<file path="config.mk">
export PLATFORM = sky130hd
export DESIGN_NAME = tt_apb_regs
export DESIGN_NICKNAME = d
export VERILOG_FILES = /design/src/rtl/tt_pkg.sv /design/src/rtl/tt_apb_regs.sv
export SDC_FILE = /design/constraint.sdc
export NUM_CORES = 1
export LEC_CHECK = 0
export BUFFER_PORTS_ARGS = -buffer_cell sky130_fd_sc_hd__buf_4
export CORE_MARGIN = 3
export CORE_UTILIZATION = 31
export CTS_BUF_LIST = sky130_fd_sc_hd__clkbuf_4 sky130_fd_sc_hd__clkbuf_8 sky130_fd_sc_hd__clkbuf_16
export DETAILED_ROUTE_END_ITERATION = 10
export GPL_ROUTABILITY_DRIVEN = 0
export PLACE_DENSITY = 0.8
export SYNTH_ARGS = -nofsm -noshare
export SYNTH_HDL_FRONTEND = slang
export SYNTH_SLANG_ARGS = --single-unit
</file>
<file path="constraint.sdc">
create_clock -name clk -period 1.2 [get_ports clk]
set_input_delay 0.36 -clock clk [delete_from_list [all_inputs] [get_ports clk]]
set_output_delay 0.36 -clock clk [all_outputs]
set_load 0.05 [all_outputs]
</file>
<file path="src/rtl/tt_pkg.sv">
// package for the text terminal character engine
// screen geometry, character codes, fsm states, register map and address helpers
// no dependencies
`default_nettype none

package tt_pkg;

  localparam int COLS = 80;
  localparam int ROWS = 25;

  // port field widths
  localparam int COL_W  = 7;
  localparam int ROW_W  = 5;
  localparam int CHAR_W = 8;
  localparam int ATTR_W = 8;
  localparam int WORD_W = 16;

  // internal widths
  localparam int CNT_W  = $clog2(COLS);
  localparam int TOP_W  = $clog2(ROWS);
  localparam int CELLS  = ROWS * COLS;
  localparam int ADDR_W = $clog2(CELLS);

  localparam logic [CHAR_W-1:0] CH_NEWLINE   = 8'h0A;
  localparam logic [CHAR_W-1:0] CH_BACKSPACE = 8'h08;
  localparam logic [CHAR_W-1:0] CH_SPACE     = 8'h20;
  localparam logic [CHAR_W-1:0] CH_NUL       = 8'h00;

  localparam logic [ATTR_W-1:0] ATTR_RESET = 8'h07;
  localparam logic [WORD_W-1:0] CELL_RESET = {ATTR_RESET, CH_SPACE};

  // apb register map
  localparam int PADDR_W   = 3;
  localparam int PDATA_W   = 32;
  localparam int REG_IDX_W = PADDR_W - 2;
  localparam logic [REG_IDX_W-1:0] REG_TEXT_ATTR = '0;

  typedef enum logic {
    ACT_PUT  = 1'b0,
    ACT_READ = 1'b1
  } action_t;

  typedef enum logic [2:0] {
    ST_CLEAR,
    ST_IDLE,
    ST_READ,
    ST_FILL,
    ST_BSCAN,
    ST_DONE
  } state_t;

  function automatic logic [TOP_W-1:0] row_inc(input logic [TOP_W-1:0] r);
    row_inc = (r == TOP_W'(ROWS - 1)) ? '0 : r + 1'b1;
  endfunction

  function automatic logic [TOP_W-1:0] row_dec(input logic [TOP_W-1:0] r);
    row_dec = (r == '0) ? TOP_W'(ROWS - 1) : r - 1'b1;
  endfunction

  // logical row to physical row of the circular row buffer
  function automatic logic [TOP_W-1:0] phys_row(input logic [TOP_W-1:0] top,
                                                input logic [TOP_W-1:0] lrow);
    logic [TOP_W:0] sum;
    sum = {1'b0, top} + {1'b0, lrow};
    if (sum >= (TOP_W + 1)'(ROWS)) begin
      sum = sum - (TOP_W + 1)'(ROWS);
    end
    phys_row = sum[TOP_W-1:0];
  endfunction

  function automatic logic [ADDR_W-1:0] cell_addr(input logic [TOP_W-1:0] row,
                                                  input logic [CNT_W-1:0] col);
    cell_addr = ADDR_W'(int'(row) * COLS + int'(col));
  endfunction

endpackage

`default_nettype wire

</file>
<file path="src/rtl/tt_apb_regs.sv">
// apb configuration register: text attribute
// depends on tt_pkg
`default_nettype none

module tt_apb_regs (
  input  logic                       clk,
  input  logic                       rst,
  input  logic                       psel,
  input  logic                       penable,
  input  logic                       pwrite,
  input  logic [tt_pkg::PADDR_W-1:0] paddr,
  input  logic [tt_pkg::PDATA_W-1:0] pwdata,
  output logic [tt_pkg::PDATA_W-1:0] prdata,
  output logic                       pready,
  output logic [tt_pkg::ATTR_W-1:0]  text_attribute
);
  import tt_pkg::*;

  logic                 wr_en;
  logic [REG_IDX_W-1:0] reg_idx;

  assign pready  = 1'b1;
  assign reg_idx = paddr[PADDR_W-1:2];
  assign wr_en   = psel && penable && pwrite && pready;

  always_ff @(posedge clk) begin
    if (rst) begin
      text_attribute <= ATTR_RESET;
    end else if (wr_en && (reg_idx == REG_TEXT_ATTR)) begin
      text_attribute <= pwdata[ATTR_W-1:0];
    end
  end

  always_comb begin
    prdata = '0;
    if (reg_idx == REG_TEXT_ATTR) begin
      prdata = PDATA_W'(text_attribute);
    end
  end

endmodule

`default_nettype wire

</file>
==> flow_metrics.py <==
metrics = {
    "placed_design": {
        "port_buffers": 29,
        "place_ws_ns": -0.06201,
        "dp_hpwl_um": 936.2,
        "dp.cells": 122,
        "placed_area_sq_um": 773.2,
    },
    "setup_path": {
        "cp_cell_sequence": "and2b_2 -> buf_6",
        "crit_required_ns": 0.84,
        "crit_path_top_delay_cell": "dfxtp_2",
        "crit_path_end_kind": "output pin",
        "critical_path_class": "flip-flop to output pin",
        "arrival_ns": 0.91,
        "slowest_delay_ns": 0.32,
        "cp_max_fo": 3,
        "worstSetupStartpoint": "text_attribute[0]$_SDFFE_PP1P_",
        "r2r-start": "text_attribute[3]$_SDFFE_PP0P_",
        "crit_buf_inv": 1,
        "cp_top_family": "flip-flops",
        "startpoint_type": "flip-flop",
    },
    "floorplan": {
        "die_w_um": 50.56,
        "die_area_sq_um": 2556,
        "row_count": 15,
        "num_io_pins": 81,
        "die_h_um": 50.56,
        "start_util": 0.3417,
        "core_area_sq_um": 1802,
    },
    "drt": {
        "via_per_inst": 3.649,
        "drtPass1Iterations": 3,
        "num_vias": 478,
        "drcViolationCount": 0,
        "avgRoutedWirePerCell_um": 9.649,
        "drt-initial-drc-count": 2,
        "drt.antenna.violating_nets": 0,
        "finalWirelength_um": 1264,
    },
    "global_routing": {
        "grt_usage": 0.1012,
        "grt_pass1_vias": 456,
        "antenna_found_initial": 0,
        "grt-ovfl-total": 0,
        "grt_pass1_wl_um": 1938,
        "grt_max_degree": 17,
    },
    "timing": {
        "setup_viol": 8,
        "tns_ns": -0.5302,
        "slew_violations": 0,
        "grt_setup_unrepaired": "yes",
        "hold_violations": 0,
        "whs_ns": 0.3690,
        "period_share": 1.062,
        "skew_ns": 0,
        "fin_ws_ns": -0.07396,
        "fmax_ghz": 0.7850,
        "layout_min_cycle_time_ns": 1.274,
    },
    "synthesis": {
        "post-synth-top-count-cell": "buf_4",
        "synthFlopType": "dfxtp_1",
        "syn-cell-area_sq_um": 615.6,
        "yosysWarnings": 0,
        "synth.top_cell.area_share": 0.3049,
        "synth-edff-count": 0,
        "yosysTopAreaCell": "buf_4",
        "synth_commonest_cells": "buf_4, nand2b_1, and2b_2, dfxtp_1, mux2i_1",
        "async_flop_share": 0,
        "yosys_register_bits": 8,
        "syn_inst": 70,
        "synth_area_leaders": "buf_4, dfxtp_1, mux2i_1, and2b_2, nand2b_1",
        "ys_seq_area_frac": 0.2602,
        "syn_avg_cell_area_sq_um": 8.794,
        "ys_types": 10,
    },
    "min_path": {
        "hp-class": "primary input to flip-flop",
        "min-delay-start": "pwdata[1]",
    },
    "power_and_ir_drop": {
        "p_switching_uw": 347.7,
        "p_int_uw": 473.5,
        "power.density_nw_per_um2": 875.1,
        "switching_share": 0.4234,
        "p_leak_uw": 0.0004635,
        "vdd_ir_drop_max_v": 0.0003998,
        "power_frac_seq": 0.337,
        "p_clk_frac": 0.245,
        "power_frac_comb": 0.418,
    },
    "flow_run": {
        "maxCapViolCount": 0,
    },
    "final_layout": {
        "final_layout_size_suffix_gt1_frac": 0.5283,
        "largest_reg_flops": 8,
        "fin_cells": 131,
        "largestRegisters": "text_attribute x8",
        "fillers": 162,
        "area_growth_pct": 52.44,
        "fin_nets": 148,
        "finalInstanceArea_sq_um": 938.4,
        "top_register": "text_attribute",
        "diodes": 0,
    },
    "cts": {
        "root_buffer": "clkbuf_4",
        "cts_tree": "done",
        "clk_pin_slew_worst_paths_ns": 0.05,
        "hold_buffers": 0,
        "cts_buffers": 3,
        "clkLatencyLatePin_ns": 0.25,
        "h-tree-depth": 1,
        "clock_sinks": 8,
        "clk_path_buf_depth": 2,
    },
    "run_status": {
        "violations": "negative setup slack",
        "status": "finished with violations",
    },
}
final timing paths:
path | end | slack, ns | depth (start not counted)
setup / recovery | prdata[0] | -0.07 | 2
hold / removal | text_attribute[1]$_SDFFE_PP1P_ | 0.37 | 3
setup reg to reg | text_attribute[3]$_SDFFE_PP0P_ | 0.43 | 4
hold reg to reg | text_attribute[1]$_SDFFE_PP1P_ | 0.51 | 2
power by group through the flow:
stage,clock [uW],combinational [uW],sequential [uW]
floorplan,0,300,303
global placement,0,318,282
detailed placement,0,320,283
CTS,209,338,276
global route,231,359,277
finish,201,343,276
cell families (layout without fill, tap and decap cells):
kind of cell           count (synthesis)  count (layout)  share of synthesized area
buffers and inverters                 27              40                     0.3293
AND/OR/NAND/NOR                       25              25                     0.2683
multiplexers                           8               8                     0.1301
flip-flops                             8               8                     0.2602
other                                  2              25                    0.01220
stage by stage:
stage / utilization / total power, uW
finish: 0.5208 / 821.2
global route: 0.5208 / 866.0
CTS: 0.5000 / 822.5
detailed placement: 0.4292 / 602.5
global placement: 0.4292 / 599.7
floorplan: - / 602.8
tightest hold or removal path, stage by stage:
cell and delay (ns):
buf_4 0.07, nor2_1 0.03, mux2i_1 0.11
layout make-up:
| class | instances | area [sq um] | area share |
|---|---|---|---|
| tap | 25 | 31.28 | 0.03333 |
| multi-input combinational | 58 | 339.1 | 0.3613 |
| clock buffer | 3 | 22.52 | 0.02400 |
| timing repair buffer | 37 | 375.4 | 0.4000 |
| sequential | 8 | 170.2 | 0.1813 |
cell usage in the layout, fill, tap and decap left out:
| cell | Yosys | layout |
|---|---|---|
| conb_1 | 2 | 25 |
| buf_4 | 25 | 20 |
| nand2b_1 | 10 | 10 |
| buf_8 | 0 | 9 |
| and2b_2 | 8 | 8 |
| mux2i_1 | 8 | 8 |
| buf_6 | 1 | 8 |
| dfxtp_2 | 0 | 8 |
| nor2_1 | 6 | 6 |
| clkbuf_4 | 0 | 3 |
| and4b_1 | 1 | 1 |
per-layer routing:
layer / share of wire / global-route usage / wire length [um] / vias up
li1: - / - / - / 241
met1: 0.36 / 0.09319 / 451 / 207
met2: 0.54 / 0.2022 / 685 / 30
met3: 0.10 / 0.04748 / 127 / 0
met5: 0 / 0 / 0 / -
met4: 0 / 0.01345 / 0 / 0
repair_timing:
| item | 4_1_cts | 5_1_grt |
|---|---|---|
| gates resized for setup | 18 | 8 |
| pin swaps | 0 | 0 |
| buffers inserted | 5 | 1 |
| endpoints found under the setup margin | 8 | 13 |
(Power assumes the default switching activity.)
